File: config.mk
export PLATFORM = sky130hd
export DESIGN_NAME = irspr_mul
export DESIGN_NICKNAME = d
export VERILOG_FILES = /design/src/sv/irspr_pkg.sv /design/src/sv/irspr_mul.sv
export SDC_FILE = /design/constraint.sdc
export NUM_CORES = 2
export LEC_CHECK = 0
export BUFFER_PORTS_ARGS = -buffer_cell sky130_fd_sc_hd__buf_2
export CELL_PAD_IN_SITES_DETAIL_PLACEMENT = 1
export CELL_PAD_IN_SITES_GLOBAL_PLACEMENT = 2
export CORE_UTILIZATION = 35
export DETAILED_ROUTE_END_ITERATION = 10
export PLACE_DENSITY_LB_ADDON = 0.1
export SETUP_SLACK_MARGIN = 0.5
export SLEW_MARGIN = 5
export SYNTH_ARGS = -nofsm -noshare
export SYNTH_HDL_FRONTEND = slang
export SYNTH_SLANG_ARGS = --single-unit
File: constraint.sdc
create_clock -name clk_i -period 12.8 [get_ports clk_i]
set_input_delay 2.56 -clock clk_i [delete_from_list [all_inputs] [get_ports clk_i]]
set_output_delay 2.56 -clock clk_i [all_outputs]
set_load 0.005 [all_outputs]
File: src/sv/irspr_pkg.sv
// Shared constants, codes and widths of the phase-rate evaluator.
`default_nettype none

package irspr_pkg;

  // Element limit per vector and the counter that tracks it
  localparam int MaxElements = 64;
  localparam int CntW        = $clog2(MaxElements + 1);

  // Shared multiplier geometry
  localparam int MulW  = 33;
  localparam int ProdW = 2 * MulW;

  // Register reset values
  localparam logic [15:0]        ResetBetaMin  = 16'd13107;
  localparam logic [15:0]        ResetSteepExp = 16'd6554;
  localparam logic signed [15:0] ResetPhaseOff = 16'sd11067;

  // Radians Q3.13 to turn fraction scale, one turn is 2^16
  localparam int TurnScale   = 83443;
  localparam int QuarterTurn = 16384;
  localparam int OneQ16      = 65536;
  localparam int OneQ12      = 4096;

  // Sine polynomial coefficients, highest order last
  localparam int SinC0 = 102944;
  localparam int SinC1 = 42334;
  localparam int SinC2 = 5223;
  localparam int SinC3 = 307;

  // 2^g cubic coefficients
  localparam int ExpC1 = 45559;
  localparam int ExpC2 = 14821;
  localparam int ExpC3 = 5178;

  // log2 fractional-bit counts of the two callers
  localparam int PowFracBits  = 16;
  localparam int RateFracBits = 12;

  // Configuration register indexes
  typedef enum logic [1:0] {
    CFG_BETA_MIN     = 2'd0,
    CFG_STEEP_EXP    = 2'd1,
    CFG_PHASE_OFFSET = 2'd2
  } cfg_idx_e;

endpackage

`default_nettype wire

File: src/sv/irspr_mul.sv
// Shared signed multiplier with a registered product.
`default_nettype none

module irspr_mul (
  input  wire logic                                 clk_i,
  input  wire logic signed [irspr_pkg::MulW-1:0]    a_i,
  input  wire logic signed [irspr_pkg::MulW-1:0]    b_i,
  output logic signed      [irspr_pkg::ProdW-1:0]   prod_o
);

  logic signed [irspr_pkg::ProdW-1:0] prod_q;

  always_ff @(posedge clk_i) begin
    prod_q <= irspr_pkg::ProdW'(a_i) * irspr_pkg::ProdW'(b_i);
  end

  assign prod_o = prod_q;

endmodule

`default_nettype wire
==> results.md <==
- Cell mode on critical path: fa_1
- Fin cells: 5811
- Crit path time final: 10770 ps
- Clock transition at the registers of the reported paths: 80 ps
- DRC errors left: 0
- Mapped Area: 40730 um^2
- Sink Count: 66
- Top_reg_cell synth: dfxtp_1
- IO Count: 133
- Synthesized net count: 5767
- Die Span Y: 343.2 um
- First DRT Iteration DRCs: 1026
- Gr ovfl total: 0
- Max FFs per register: 66
- Seq/Total Area, Yosys: 3.244%
- Final setup margin: 2035 ps
- Vias in the first global route: 33.03k
- Final TNS setup: 0 ps
- Slew Viols, Final: 0
- Clock tree from TritonCTS: yes
- WP data arrival: 11080 ps
- Share of layout cells above drive strength 1: 4.894%
- Area of the multi-input gates: 34320 um^2
- Fmax: 0.09289 GHz
- CTS resizes: 0
- Gpl congestion: 0.8501
- Clk root buf: clkbuf_16
- Top cells by area, synth: fa_1, inv_1, and2_1
- Port bufs: 132
- RSZ-0062 raised after global routing: no
- Antenna violations before repair: 8
- Critical path capture point type: flip-flop
- Leading area contributor after synthesis: fa_1
- Largest net degree at the start of global routing: 34
- Max Root-Sink Buffers: 2
- Worst-Margin Slew: 1027 ps
- Startpoint types: input port
- Post-synth top area share: 56.27%
- Critical path data required time: 13120 ps
- Site Rows: 124
- Die Area: 117800 um^2
- Area grow syn2layout: 5.434%
- Ys Warns: 0
- Starting Density: 35.48%
- Fillers: 13.24k
- Post-CTS Setup Repair Bufs: 0
- Slowest cell on the critical path: fa_1
- Asr flop ratio synth: 0%
- Status: finished clean
- GRT Total Usage: 24.19%
- CP max stage delay: 990 ps
- Die width: 343.2 um
- WS Path Type: input port to flip-flop
- Synth unique cells: 80
- Hold Vio Cnt, Final: 0
- Final worst-path cycle share: 84.10%
- CTS buffer count: 9
- Vias per std cell: 4.837
- Max cap viols: 0
- Syn_area_per_cell: 9.390 um^2
- H-Tree Depth: 3
- Antenna viol nets, final: 0
- Fin util: 37.41%
- CTS Hold Bufs: 0
- Final setup fails: 0
- First-pass GRT wire length: 210.1 mm
- DP Cell Count: 5787
- DPL Wire Length: 112.0 mm
- Vias: 28.11k
- Mapped Cells: 4338
- DR WL/cell: 23.10 um
- DR pass1 iterations: 5
- Critical Path, Cell by Cell: buf_2 -> buf_4 -> nand2_1 -> inv_1 -> fa_1 -> fa_1 -> fa_1 -> inv_1 -> fa_1 -> fa_1 -> fa_1 -> fa_1 -> fa_1 -> inv_1 -> ha_1 -> and4_1 -> nand3_1 -> nand2b_1 -> a2111oi_4 -> a211oi_4 -> a21oi_2 -> nor4b_2 -> a311oi_1
- Nets@finish: 5715
- Routed WL: 134.3 mm
- Core footprint: 114800 um^2
- Register area: 1321 um^2
- Yosys reg bits: 66
- Min-Delay Path Class: input port to flip-flop
- Crit path max fanout: 19
- Number of flops mapped to enable cells by yosys: 0
- Worst rel slew slack: 31.56%
- Pre-CTS setup slack: 1592 ps
## worst max-delay path, delay by kind of cell
family | cells | cell delay, ps
AND/OR/NAND/NOR | 5 | 1240
buffers and inverters | 5 | 1210
AO/OA/AOI/OAI | 4 | 1010
adder cells (fa/ha/maj) | 9 | 5010
## per-stage QoR
| stage | area (um^2) | hold WS [ps] |
|---|---|---|
| after CTS | 42930 | 2729 |
| final | 42950 | 2751 |
| after floorplan | 40730 | 2687 |
| after global routing | 42930 | 2765 |
| after global placement | 42630 | 2937 |
| after detailed placement | 42630 | 2938 |
## cell type report
class,instances,area share (%)
Sequential cell,66,3.076
Timing Repair Buffer,158,1.993
Multi-Input combinational cell,2920,79.90
Clock inverter,6,0.1573
Inverter,1131,9.885
Clock buffer,10,0.5331
Tap cell,1512,4.405
Antenna cell,8,0.04661
## layer usage
| layer | vias to the layer above | global-route usage, % | share of wire [%] |
|---|---|---|---|
| met5 | - | 0 | 0.018 |
| met3 | 133 | 1.851 | 2.2 |
| met1 | 15355 | 30.85 | 42 |
| met4 | 4 | 6.574 | 2.8 |
| li1 | 12227 | - | - |
| met2 | 391 | 43.83 | 53 |
## cells in the mapped netlist (all sizes together), types with 3 or more instances
cell,n
fa,1145
inv,1131
and2,563
nand2,551
ha,217
clkbuf,208
nor2,68
dfxtp,66
a21oi,61
xnor2,43
a21o,38
o21ai,33
nand3,26
xor2,25
buf,13
nand2b,12
nand4,12
a211oi,11
o21bai,11
a31oi,9
nor3,7
o31ai,7
a211o,6
and3,6
o21a,6
and4,5
nor2b,5
o211ai,5
a21boi,3
a221oi,3
nor4,3
or2,3
or3,3
## cells in the final DEF (no fill, tap or decap), types with 5 or more instances in the layout
cell type  count
nand4_1       11
a21oi_1       57
xnor2_1       43
a211o_1        6
nor2_1        68
nand2b_1      12
ha_1         217
a31oi_1        8
clkbuf_16      9
o21ai_0       25
diode_2        8
buf_4         26
nor3_1         7
a21o_1        36
and3_1         5
xor2_1        25
nor2b_1        5
nand3_1       25
fa_1        1145
inv_1       1131
o21a_1         6
a211oi_1       7
dfxtp_1       66
and2_1       562
o21ai_1        6
and4_1         5
o21bai_1      11
nand2_1      551
buf_2        132
## cells by family (layout without fill, tap and decap cells)
| kind of cell | after synthesis | count (layout) | share of synthesized area [%] |
|---|---|---|---|
| compound gates | 219 | 219 | 4.067 |
| xor+xnor | 68 | 68 | 1.462 |
| fa+ha+maj | 1362 | 1362 | 62.94 |
| buf+inv | 1352 | 1305 | 12.51 |
| flops | 66 | 66 | 3.244 |
| other cells | 0 | 8 | 0 |
| simple gates | 1271 | 1271 | 15.78 |
## path summary, 6_finish.rpt
path / slack [ps] / end / from / cells past startpoint
hold / removal: 2750 / prod_o[0]$_DFF_P_ / b_i[0] / 2
setup / recovery: 2030 / prod_o[58]$_DFF_P_ / b_i[3] / 23
Power is not shown: default switching activity piles up to over one toggle a cycle in this logic, so the estimate is an artifact.
